<file path="src/hw/rtl/pva_pkg.sv">
// Shared types, constants and codes of the polyphonic voice allocator.
`timescale 1ns / 1ps

package pva_pkg;

    localparam int NUM_VOICES = 8;
    localparam int VOICE_W    = (NUM_VOICES > 1) ? $clog2(NUM_VOICES) : 1;
    localparam int NOTE_W     = 7;
    localparam int LEVEL_W    = 16;
    localparam int SLOT_W     = 3;
    localparam int MODE_W     = 2;
    localparam int KIND_W     = 2;
    localparam int CFG_IDX_W  = 2;

    localparam logic [LEVEL_W-1:0] LEVEL_ONE     = 16'd32768;
    localparam logic [LEVEL_W-1:0] ATTACK_RESET  = 16'd137;
    localparam logic [LEVEL_W-1:0] RELEASE_RESET = 16'd9;

    // input modes
    localparam logic [MODE_W-1:0] MODE_NOTE_ON  = 2'd0;
    localparam logic [MODE_W-1:0] MODE_NOTE_OFF = 2'd1;
    localparam logic [MODE_W-1:0] MODE_TICK     = 2'd2;

    // result kinds
    localparam logic [KIND_W-1:0] KIND_NOTE_ON  = 2'd0;
    localparam logic [KIND_W-1:0] KIND_NOTE_OFF = 2'd1;
    localparam logic [KIND_W-1:0] KIND_TICK     = 2'd2;

    // configuration register indexes
    localparam logic [CFG_IDX_W-1:0] CFG_ATTACK  = 2'd0;
    localparam logic [CFG_IDX_W-1:0] CFG_RELEASE = 2'd1;

    // controller to datapath
    typedef struct packed {
        logic latch;      // take the note, restart the voice counter
        logic on_step;    // note-on search over the current voice
        logic on_commit;  // claim the chosen voice, load the result
        logic off_step;   // release the current voice if it matches
        logic off_emit;   // load the note-off result
        logic tick_step;  // update the current voice, load its report
    } t_cmd;

    // datapath to controller
    typedef struct packed {
        logic match;      // current voice is busy on the latched note
        logic last_idx;   // counter sits on the final voice
        logic out_free;   // output register can take a result this cycle
    } t_sts;

endpackage

</file>
<file path="src/hw/rtl/pva_ctrl.sv">
// Sequencer for the voice allocator: walks the voice table per event.
`timescale 1ns / 1ps

module pva_ctrl (
    input  logic                      i_clk,
    input  logic                      i_rst_n,
    input  logic                      i_in_valid,
    input  logic [pva_pkg::MODE_W-1:0] i_mode,
    input  pva_pkg::t_sts             i_sts,
    output logic                      o_in_ready,
    output pva_pkg::t_cmd             o_cmd
);
    import pva_pkg::*;

    typedef enum logic [5:0] {
        S_IDLE      = 6'b000001,
        S_ON_SCAN   = 6'b000010,
        S_ON_COMMIT = 6'b000100,
        S_OFF_SCAN  = 6'b001000,
        S_OFF_DONE  = 6'b010000,
        S_TICK      = 6'b100000
    } t_state;

    t_state r_state;
    t_state n_state;

    always_comb begin
        n_state = r_state;
        o_cmd   = '0;
        case (r_state)
            S_IDLE: begin
                if (i_in_valid) begin
                    o_cmd.latch = 1'b1;
                    case (i_mode)
                        MODE_NOTE_ON:  n_state = S_ON_SCAN;
                        MODE_NOTE_OFF: n_state = S_OFF_SCAN;
                        MODE_TICK:     n_state = S_TICK;
                        default:       n_state = S_IDLE;
                    endcase
                end
            end
            S_ON_SCAN: begin
                o_cmd.on_step = 1'b1;
                if (i_sts.match || i_sts.last_idx) begin
                    n_state = S_ON_COMMIT;
                end
            end
            S_ON_COMMIT: begin
                if (i_sts.out_free) begin
                    o_cmd.on_commit = 1'b1;
                    n_state         = S_IDLE;
                end
            end
            S_OFF_SCAN: begin
                o_cmd.off_step = 1'b1;
                if (i_sts.last_idx) begin
                    n_state = S_OFF_DONE;
                end
            end
            S_OFF_DONE: begin
                if (i_sts.out_free) begin
                    o_cmd.off_emit = 1'b1;
                    n_state        = S_IDLE;
                end
            end
            S_TICK: begin
                if (i_sts.out_free) begin
                    o_cmd.tick_step = 1'b1;
                    if (i_sts.last_idx) begin
                        n_state = S_IDLE;
                    end
                end
            end
            default: n_state = S_IDLE;
        endcase
    end

    always_ff @(posedge i_clk) begin
        if (!i_rst_n) begin
            r_state <= S_IDLE;
        end else begin
            r_state <= n_state;
        end
    end

    assign o_in_ready = (r_state == S_IDLE);

endmodule

</file>
<file path="src/hw/rtl/pva_datapath.sv">
// Voice table, envelope arithmetic, search registers and output register.
`timescale 1ns / 1ps

module pva_datapath (
    input  logic                          i_clk,
    input  logic                          i_rst_n,
    input  pva_pkg::t_cmd                 i_cmd,
    output pva_pkg::t_sts                 o_sts,
    input  logic [pva_pkg::NOTE_W-1:0]    i_note,
    input  logic                          i_cfg_valid,
    input  logic [pva_pkg::CFG_IDX_W-1:0] i_cfg_index,
    input  logic [pva_pkg::LEVEL_W-1:0]   i_cfg_data,
    output logic                          o_out_valid,
    input  logic                          i_out_ready,
    output logic [pva_pkg::KIND_W-1:0]    o_kind,
    output logic [pva_pkg::SLOT_W-1:0]    o_slot,
    output logic [pva_pkg::NOTE_W-1:0]    o_voice_note,
    output logic [pva_pkg::LEVEL_W-1:0]   o_level,
    output logic                          o_flag,
    output logic                          o_last
);
    import pva_pkg::*;

    // voice table
    logic                r_busy  [NUM_VOICES];
    logic [NOTE_W-1:0]   r_key   [NUM_VOICES];
    logic                r_held  [NUM_VOICES];
    logic [LEVEL_W-1:0]  r_lvl   [NUM_VOICES];

    logic [LEVEL_W-1:0]  r_attack;
    logic [LEVEL_W-1:0]  r_release;

    logic [NOTE_W-1:0]   r_note;
    logic [VOICE_W-1:0]  r_idx;

    // note-on search results
    logic                r_found;
    logic [VOICE_W-1:0]  r_found_idx;
    logic [LEVEL_W-1:0]  r_found_lvl;
    logic                r_free_vld;
    logic [VOICE_W-1:0]  r_free_idx;
    logic [VOICE_W-1:0]  r_quiet_idx;
    logic [LEVEL_W-1:0]  r_quiet_lvl;
    logic                r_any;

    // output register
    logic                r_out_valid;
    logic [KIND_W-1:0]   r_kind;
    logic [SLOT_W-1:0]   r_slot;
    logic [NOTE_W-1:0]   r_vnote;
    logic [LEVEL_W-1:0]  r_level;
    logic                r_flag;
    logic                r_last;

    logic                cur_busy;
    logic [NOTE_W-1:0]   cur_key;
    logic                cur_held;
    logic [LEVEL_W-1:0]  cur_lvl;
    logic                cur_match;
    logic                last_idx;
    logic                out_free;
    logic [LEVEL_W:0]    att_sum;
    logic [LEVEL_W-1:0]  att_lvl;
    logic [LEVEL_W-1:0]  rel_lvl;
    logic                active;
    logic [LEVEL_W-1:0]  tick_lvl;
    logic                tick_free;
    logic [VOICE_W-1:0]  pick_idx;
    logic [LEVEL_W-1:0]  pick_lvl;
    logic                stolen;

    always_comb begin
        cur_busy  = r_busy[r_idx];
        cur_key   = r_key[r_idx];
        cur_held  = r_held[r_idx];
        cur_lvl   = r_lvl[r_idx];
        cur_match = cur_busy && (cur_key == r_note);
        last_idx  = (r_idx == VOICE_W'(NUM_VOICES - 1));
        out_free  = !r_out_valid || i_out_ready;

        // saturating envelope ramps
        att_sum   = {1'b0, cur_lvl} + {1'b0, r_attack};
        att_lvl   = (att_sum > {1'b0, LEVEL_ONE}) ? LEVEL_ONE : att_sum[LEVEL_W-1:0];
        rel_lvl   = (cur_lvl > r_release) ? (cur_lvl - r_release) : '0;
        active    = cur_busy || (cur_lvl != '0);
        tick_lvl  = active ? (cur_held ? att_lvl : rel_lvl) : cur_lvl;
        tick_free = active && !cur_held && (tick_lvl == '0);

        // note-on choice: matching voice, else first free, else quietest
        stolen   = 1'b0;
        if (r_found) begin
            pick_idx = r_found_idx;
            pick_lvl = r_found_lvl;
        end else if (r_free_vld) begin
            pick_idx = r_free_idx;
            pick_lvl = '0;
        end else begin
            pick_idx = r_quiet_idx;
            pick_lvl = r_quiet_lvl;
            stolen   = 1'b1;
        end
    end

    assign o_sts = '{match: cur_match, last_idx: last_idx, out_free: out_free};

    // control registers and voice table
    always_ff @(posedge i_clk) begin
        if (!i_rst_n) begin
            r_attack    <= ATTACK_RESET;
            r_release   <= RELEASE_RESET;
            r_idx       <= '0;
            r_found     <= 1'b0;
            r_free_vld  <= 1'b0;
            r_any       <= 1'b0;
            r_out_valid <= 1'b0;
            for (int i = 0; i < NUM_VOICES; i++) begin
                r_busy[i] <= 1'b0;
                r_key[i]  <= '0;
                r_held[i] <= 1'b0;
                r_lvl[i]  <= '0;
            end
        end else begin
            if (i_cfg_valid) begin
                case (i_cfg_index)
                    CFG_ATTACK:  r_attack  <= i_cfg_data;
                    CFG_RELEASE: r_release <= i_cfg_data;
                    default:     ;
                endcase
            end

            // load a new result, else drop the one just taken
            if (i_cmd.on_commit || i_cmd.off_emit || i_cmd.tick_step) begin
                r_out_valid <= 1'b1;
            end else if (r_out_valid && i_out_ready) begin
                r_out_valid <= 1'b0;
            end

            if (i_cmd.latch) begin
                r_idx      <= '0;
                r_found    <= 1'b0;
                r_free_vld <= 1'b0;
                r_any      <= 1'b0;
            end

            if (i_cmd.on_step) begin
                r_idx <= r_idx + 1'b1;
                if (cur_match) begin
                    r_found <= 1'b1;
                end
                if (!cur_busy && (cur_lvl == '0) && !r_free_vld) begin
                    r_free_vld <= 1'b1;
                end
            end

            if (i_cmd.on_commit) begin
                r_busy[pick_idx] <= 1'b1;
                r_key[pick_idx]  <= r_note;
                r_held[pick_idx] <= 1'b1;
            end

            if (i_cmd.off_step) begin
                r_idx <= r_idx + 1'b1;
                if (cur_match && cur_held) begin
                    r_held[r_idx] <= 1'b0;
                    r_any         <= 1'b1;
                end
            end

            if (i_cmd.tick_step) begin
                r_idx        <= r_idx + 1'b1;
                r_lvl[r_idx] <= tick_lvl;
                if (tick_free) begin
                    r_busy[r_idx] <= 1'b0;
                    r_key[r_idx]  <= '0;
                end
            end
        end
    end

    // payload registers
    always_ff @(posedge i_clk) begin
        if (i_cmd.latch) begin
            r_note <= i_note;
        end

        if (i_cmd.on_step) begin
            if (cur_match) begin
                r_found_idx <= r_idx;
                r_found_lvl <= cur_lvl;
            end
            if (!cur_busy && (cur_lvl == '0) && !r_free_vld) begin
                r_free_idx <= r_idx;
            end
            if ((r_idx == '0) || (cur_lvl < r_quiet_lvl)) begin
                r_quiet_idx <= r_idx;
                r_quiet_lvl <= cur_lvl;
            end
        end

        if (i_cmd.on_commit) begin
            r_kind  <= KIND_NOTE_ON;
            r_slot  <= SLOT_W'(pick_idx);
            r_vnote <= r_note;
            r_level <= pick_lvl;
            r_flag  <= stolen;
            r_last  <= 1'b1;
        end

        if (i_cmd.off_emit) begin
            r_kind  <= KIND_NOTE_OFF;
            r_slot  <= '0;
            r_vnote <= r_note;
            r_level <= '0;
            r_flag  <= r_any;
            r_last  <= 1'b1;
        end

        if (i_cmd.tick_step) begin
            r_kind  <= KIND_TICK;
            r_slot  <= SLOT_W'(r_idx);
            r_vnote <= (cur_busy && !tick_free) ? cur_key : '0;
            r_level <= tick_lvl;
            r_flag  <= cur_busy && !tick_free;
            r_last  <= last_idx;
        end
    end

    assign o_out_valid  = r_out_valid;
    assign o_kind       = r_kind;
    assign o_slot       = r_slot;
    assign o_voice_note = r_vnote;
    assign o_level      = r_level;
    assign o_flag       = r_flag;
    assign o_last       = r_last;

endmodule

</file>
<file path="src/hw/rtl/poly_voice_allocator_envelope.sv">
// Top level of the polyphonic voice allocator with linear envelopes.
`timescale 1ns / 1ps
//
//  channel   direction  handshake                  payload
//  -------   ---------  -------------------------  -----------------------------------
//  in        input      i_in_valid / o_in_ready    i_mode, i_note
//  out       output     o_out_valid / i_out_ready  o_kind, o_slot, o_voice_note,
//                                                  o_level, o_flag, o_last
//  cfg       input      i_cfg_valid / o_cfg_ready  i_cfg_index, i_cfg_data
//
//  Walk: after accepting an event the sequencer steps through the voice slots.
//  Note-on: searches up to NUM_VOICES slots (stops at a voice on the same
//  note), then commits. Note-off: walks all NUM_VOICES slots, then emits.
//  Tick: walks all NUM_VOICES slots, one report per slot, with the single
//  shared envelope adder/subtractor and the one-slot output register.
//  Reset: synchronous, clears the voice table and restores the step registers.
//  Stalls: a full output register holds the sequencer on emit steps only (all tick steps).
//
module poly_voice_allocator_envelope (
    input  logic                          i_clk,
    input  logic                          i_rst_n,
    // input items
    input  logic                          i_in_valid,
    output logic                          o_in_ready,
    input  logic [pva_pkg::MODE_W-1:0]    i_mode,
    input  logic [pva_pkg::NOTE_W-1:0]    i_note,
    // result items
    output logic                          o_out_valid,
    input  logic                          i_out_ready,
    output logic [pva_pkg::KIND_W-1:0]    o_kind,
    output logic [pva_pkg::SLOT_W-1:0]    o_slot,
    output logic [pva_pkg::NOTE_W-1:0]    o_voice_note,
    output logic [pva_pkg::LEVEL_W-1:0]   o_level,
    output logic                          o_flag,
    output logic                          o_last,
    // register writes
    input  logic                          i_cfg_valid,
    output logic                          o_cfg_ready,
    input  logic [pva_pkg::CFG_IDX_W-1:0] i_cfg_index,
    input  logic [pva_pkg::LEVEL_W-1:0]   i_cfg_data
);
    import pva_pkg::*;

    t_cmd cmd;
    t_sts sts;

    // register writes land directly in the step registers, so the port never back-pressures
    assign o_cfg_ready = 1'b1;

    // sequencer: picks the walk for each transfer and paces it
    pva_ctrl u_ctrl (
        .i_clk      (i_clk),
        .i_rst_n    (i_rst_n),
        .i_in_valid (i_in_valid),
        .i_mode     (i_mode),
        .i_sts      (sts),
        .o_in_ready (o_in_ready),
        .o_cmd      (cmd)
    );

    // voice table, envelope math and the output register
    pva_datapath u_datapath (
        .i_clk        (i_clk),
        .i_rst_n      (i_rst_n),
        .i_cmd        (cmd),
        .o_sts        (sts),
        .i_note       (i_note),
        .i_cfg_valid  (i_cfg_valid),
        .i_cfg_index  (i_cfg_index),
        .i_cfg_data   (i_cfg_data),
        .o_out_valid  (o_out_valid),
        .i_out_ready  (i_out_ready),
        .o_kind       (o_kind),
        .o_slot       (o_slot),
        .o_voice_note (o_voice_note),
        .o_level      (o_level),
        .o_flag       (o_flag),
        .o_last       (o_last)
    );

endmodule

</file>
<file path="config.mk">
export PLATFORM = sky130hd
export DESIGN_NAME = poly_voice_allocator_envelope
export DESIGN_NICKNAME = d
export VERILOG_FILES = /design/src/hw/rtl/pva_pkg.sv /design/src/hw/rtl/pva_ctrl.sv /design/src/hw/rtl/pva_datapath.sv /design/src/hw/rtl/poly_voice_allocator_envelope.sv
export SDC_FILE = /design/constraint.sdc
export NUM_CORES = 1
export LEC_CHECK = 0
export BUFFER_PORTS_ARGS = -buffer_cell sky130_fd_sc_hd__buf_4
export CAP_MARGIN = 40
export CORE_ASPECT_RATIO = 0.5
export CORE_MARGIN = 8
export CORE_UTILIZATION = 56
export CTS_CLUSTER_SIZE = 14
export DETAILED_ROUTE_END_ITERATION = 10
export GPL_TIMING_DRIVEN = 0
export PLACE_DENSITY = 0.86
export SYNTH_ARGS = -nofsm -noshare
export SYNTH_HDL_FRONTEND = slang
export SYNTH_SLANG_ARGS = --single-unit
</file>
<file path="constraint.sdc">
create_clock -name i_clk -period 5.9 [get_ports i_clk]
set_input_delay 0.295 -clock i_clk [delete_from_list [all_inputs] [get_ports i_clk]]
set_output_delay 0.295 -clock i_clk [all_outputs]
set_load 0.05 [all_outputs]
</file>
Yosys cells after proc, flatten, opt, wreduce, memory -nomap -nowiden:

Memories as Yosys holds them, arrays and structs flattened. A register that Yosys moved wholly into a read port is not among the register bits.
Index checks and enable logic that the tools add are counted.

* output and inout bits: 33
* register bits after elaboration: 123
* memories kept: 4
* logic and storage cells: 193
* input port bits: 32
* memory bits (writable): 200

Memories
* u_datapath.r_lvl: depth 8, width 16, rd ports 1, clocked after memory_dff 1, write ports 8, line pva_datapath.sv:28 `logic [LEVEL_W-1:0] r_lvl [NUM_VOICES];`
* u_datapath.r_key: depth 8, width 7, rd ports 1, clocked after memory_dff 1, write ports 8, line pva_datapath.sv:26 `logic [NOTE_W-1:0] r_key [NUM_VOICES];`
* u_datapath.r_busy: depth 8, width 1, rd ports 1, clocked after memory_dff 1, write ports 8, line pva_datapath.sv:25 `logic r_busy [NUM_VOICES];`
* u_datapath.r_held: depth 8, width 1, rd ports 1, clocked after memory_dff 1, write ports 8, line pva_datapath.sv:27 `logic r_held [NUM_VOICES];`

* magnitude comparators: 3
* equal/unequal tests: 17
* reduce and logical (&&, ||, !) cells: 43
* $add $sub $neg: 3
* multiplexer cells: 103

Operators with widths (number)
* two-way mux 16 bit: 10
* two-way mux 3 bit: 24
* two-way mux 1 bit: 53
* two-way mux 7 bit: 6
* two-way mux 6 bit: 6
* logical NOT 16 bit: 2
* case mux 6 bit (5 select lines): 1
* case mux 6 bit (3 select lines): 1
* adder 16 x 16 -> 17 bit: 1
* > comparator 17 x 16 -> 1 bit, second input constant: 1
* > comparator 16 bit: 1
* < comparator 16 bit: 1
* nonzero test 16 bit: 1
* OR reduction 16 bit: 1
* subtractor 16 bit: 1
* OR reduction 7 bit: 2
* != test 2 x 1 -> 1 bit, second input constant: 5
* AND reduction 2 bit: 5
* logical AND 1 bit: 8
* equality test 7 bit: 1
* equality test 6 x 1 -> 1 bit, second input constant: 1
* equality test 6 x 2 -> 1 bit, second input constant: 1
* equality test 6 x 3 -> 1 bit, second input constant: 1
* equality test 6 x 4 -> 1 bit, second input constant: 1
* other kinds (18): 34

Logic depth before layout (Yosys ltp):

* word-level depth: 13
* gate-level depth with buffers: 21
* depth with buffers taken out: 15

Modules after synthesis:

Synthesis repeated with hierarchy kept, for this count alone.

* cell total of the unflattened synthesis: 1633
* area total of the unflattened synthesis: 16847.4 µm²

By module, submodules not included
* pva_datapath: instances 1, cells an instance 1577, area each 16399.5 µm², sequential area each 8448.1 µm²
* pva_ctrl: instances 1, cells an instance 54, area each 436.7 µm², sequential area each 120.1 µm²
* poly_voice_allocator_envelope: instances 1, cells an instance 2, area each 11.3 µm², sequential area each 0.0 µm²

Worst setup path after synthesis:

OpenSTA, ideal clock, no wires.

* kind: register -> register
* from: reg (tool-made name)
* to: mem u_datapath.r_key[7][0], enable pin
* clock period less this slack: 5.648 ns
* cell stages (with the launch flop): 19
* setup slack: 0.252 ns
* required time: 5.519 ns
* arrival: 5.268 ns
* buffers on the path: 6
* setup time: 0.381 ns
* cells stage by stage: dfxtp_1 > buf_4 > buf_6 > buf_6 > buf_2 > buf_1 > mux4_2 > nand2_1 > nand2_1 > ha_1 > a211oi_1 > nor3_1 > o311ai_0 > a21o_1 > clkbuf_1 > o221ai_1 > and4bb_1 > nand2_1 > o21ai_0

RTL lines (line)
* to (decl): pva_datapath.sv:26

==> impl_metrics.py <==
metrics = {
    "outcome": {
        "status": "completed",
    },
    "detailed_routing": {
        "avgRoutedWirePerCell_um": 23.1,
        "drcViolationCount": 0,
        "vias": 12700,
        "firstDrtPassIters": 5,
        "wl_um": 46000,
        "drtAntennaViolNets": 0,
        "drtIter0Drc": 1520,
        "vias_per_cell": 6.37,
    },
    "critical_path": {
        "crit_fanout": 19,
        "crit_top_cell": "buf_6",
        "critical_path_class": "reg2reg",
        "cp_cell_sequence": "buf_6 -> buf_6 -> buf_6 -> buf_4 -> mux4_2 -> nand2_1 -> nand2_2 -> ha_1 -> o21ai_0 -> o21ai_0 -> or4b_2 -> nand4_1 -> o211a_1 -> a31o_1 -> buf_4 -> and4bb_4 -> clkbuf_2 -> nand3_1 -> nand3b_1 -> buf_12",
        "setup.worst_path.end_class": "flop",
        "start_kind": "flop",
        "required_ns": 6.20,
        "arrival_ns": 6.03,
        "cp_slowest_cell": "or4b_2",
        "cpPeakStageDelay_ns": 0.64,
    },
    "layout": {
        "drive_above_1_share": 0.140,
        "multi_input_area_um2": 6810,
        "final_util": 0.648,
        "area_delta_synth_final_pct": 14.1,
        "finalNetCount": 1661,
        "fill_cells": 2007,
        "register_area_um2": 9130,
    },
    "timing": {
        "relSlewSlack": 0.350,
        "skew_ns": 0.0175,
        "worstMarginPinSlew_ns": 0.969,
        "max_freq_mhz": 175,
        "finalSetupTns_ns": 0,
        "hold_viol": 0,
        "holdWs_ns": 0.0152,
        "fin_ws_ns": 0.171,
        "period_share": 0.971,
        "setup_viol_count_final": 0,
        "slew_violations": 0,
        "fin_crit_ns": 5.73,
    },
    "synth": {
        "synth_fp_nets": 1531,
        "syn_area_um2": 16400,
        "synth_area_per_cell_um2": 11.3,
        "synth_warnings": 0,
        "ys_seq_area_frac": 0.556,
        "synthArstFlopShare": 0,
        "synth_edf_count": 260,
        "synth_flop_cell": "edfxtp_1",
        "ys_seq_elements": 326,
        "syn_inst": 1447,
        "ys_types": 72,
    },
    "worst_hold_path": {
        "hold_class": "in2reg",
    },
    "floorplanning": {
        "rows": 44,
        "die_h_um": 137,
        "initial_utilization": 0.568,
        "coreArea_um2": 28900,
        "die_w_um": 258,
        "fp.dieArea_um2": 35400,
        "ios": 65,
    },
    "place": {
        "portBuffers": 62,
        "dp_hpwl_um": 31700,
        "place_congestion": 0.941,
        "post-place-ws_ns": -1.48,
    },
    "clocking": {
        "ctsHtreeMaxLevel": 1,
        "clock-sinks": 326,
        "cts.path.max_buffers": 3,
        "numCtsBuffers": 29,
        "cts_tree": "built",
        "cts-root-buf": "clkbuf_16",
        "clkTransAtPathRegs_ns": 0.06,
        "insertion_delay_ns": 0.59,
    },
    "pwr": {
        "total_power_uw": 5280,
        "power_density_nw_per_um2": 282,
        "leakagePower_uw": 0.00686,
        "ir_drop_v": 0.000244,
    },
    "global_route": {
        "grt_max_degree": 30,
        "track_usage": 0.253,
        "antenna_found_initial": 1,
        "grt_pass1_vias": 12200,
        "grt_pass1_wl_um": 69200,
        "grt_overflow": 0,
    },
    "job": {
        "drv_cap": 0,
    },
}
==> cells in the mapped netlist, drive strengths merged, types with 20 or more instances <==
library cell | instances | area [µm²]
clkbuf | 53 | 199
dfxtp | 66 | 1320
nand2 | 159 | 597
nor3 | 30 | 150
a21oi | 66 | 330
buf | 26 | 154
and2 | 62 | 388
o22ai | 27 | 169
edfxtp | 260 | 7810
mux2i | 20 | 213
mux4 | 51 | 1150
o21ai | 54 | 270
nand3 | 24 | 120
a21boi | 35 | 263
ha | 50 | 626
nor2 | 185 | 694
inv | 57 | 214
==> worst paths after layout <==
path                                    startpoint                                    end  slack (ns)  cells after the start
max                                           flop   u_datapath.r_key[0][0]$_SDFFCE_PN0P_        0.17                     20
min                                      i_mode[0]         u_ctrl.r_state[3]$_SDFFE_PN0P_        0.02                      3
max reg2reg                                   flop   u_datapath.r_key[0][0]$_SDFFCE_PN0P_        0.17                     20
min reg2reg  u_datapath.r_release[14]$_SDFFE_PN0P_  u_datapath.r_release[14]$_SDFFE_PN0P_        0.47                      2
==> worst max-delay path: cells and delay by family (launching register included) <==
| family | cells | cell delay (ns) |
|---|---|---|
| multiplexers | 1 | 0.53 |
| AND/OR/NAND/NOR | 7 | 1.68 |
| AO/OA/AOI/OAI | 4 | 0.78 |
| flip-flops | 1 | 0.42 |
| adder cells (fa/ha/maj) | 1 | 0.42 |
| buffers and inverters | 7 | 1.59 |
==> layout make-up <==
type / instances / share of cell area
antenna: 1 / 0.000134
buffer: 78 / 0.0192
clock buffer: 45 / 0.0425
clock inverter: 9 / 0.00354
inverter: 57 / 0.0114
multi-input combinational: 985 / 0.364
sequential: 326 / 0.488
tap: 391 / 0.0261
timing repair buffer: 100 / 0.0456
==> power by group <==
group	internal, µW	total [µW]	switching, µW
clock	936	1800	868
combinational	293	882	589
sequential	2560	2600	37.0
total	3790	5280	1490
==> repair_timing <==
action / CTS / global route
endpoints found under the hold margin: 30 / 0
setup buffers: 5 / 0
pin swaps: 1 / 0
setup endpoints to repair: 210 / 99
hold buffers: 24 / 0
resized for setup: 24 / 9
==> placed cells by master (no fill, tap or decap), types with 26 or more instances in the layout <==
| master | netlist | final |
|---|---|---|
| o21ai_0 | 44 | 41 |
| a21boi_0 | 35 | 35 |
| ha_1 | 50 | 49 |
| mux4_2 | 51 | 51 |
| buf_4 | 5 | 72 |
| dfxtp_1 | 66 | 65 |
| o22ai_1 | 27 | 26 |
| clkbuf_1 | 53 | 66 |
| and2_1 | 62 | 62 |
| nor2_1 | 185 | 184 |
| clkbuf_16 | 0 | 29 |
| a21oi_1 | 66 | 65 |
| edfxtp_1 | 260 | 260 |
| inv_1 | 57 | 58 |
| nor3_1 | 30 | 30 |
| nand2_1 | 159 | 155 |
==> kinds of logic (layout without fill, tap and decap cells) <==
logic type | count (synthesis) | after routing | synth area share
other cells | 1 | 2 | 0.000228
simple gates | 551 | 551 | 0.158
buf+inv | 136 | 289 | 0.0345
compound gates | 276 | 276 | 0.109
mux | 77 | 77 | 0.0871
flops | 326 | 326 | 0.556
xor+xnor | 28 | 28 | 0.0149
fa+ha+maj | 52 | 52 | 0.0406
==> metal layers <==
layer	up-vias	GRT usage	share of wire
met4	0	0.107	0.047
li1	5556	-	-
met3	171	0.0639	0.12
met1	6059	0.315	0.37
met2	896	0.421	0.47
met5	-	0	0
==> through the flow <==
step / instance area, µm² / cells
3_5_place_dp: 17400 / 1908
6_report: 18700 / 1992
3_3_place_gp: 17400 / 1900
4_1_cts: 18700 / 1990
5_1_grt: 18700 / 1991
2_1_floorplan: 16400 / 1447
==> flip-flops by register name, summed over array words and instances, names as in the netlist, 2 cells and up, named ones only <==
name,count
u_datapath.o_voice_note,7
u_datapath.r_quiet_lvl,16
u_ctrl.r_state,6
u_datapath.r_key,56
u_datapath.r_found_lvl,16
u_datapath.r_quiet_idx,3
u_datapath.r_free_idx,3
u_datapath.r_release,16
u_datapath.r_lvl,128
u_datapath.r_busy,8
u_datapath.o_level,16
u_datapath.r_found_idx,3
u_datapath.r_idx,3
u_datapath.o_slot,3
u_datapath.o_kind,2
u_datapath.r_attack,16
u_datapath.r_held,8
u_datapath.r_note,7
Power figures use the tool's default switching activity.
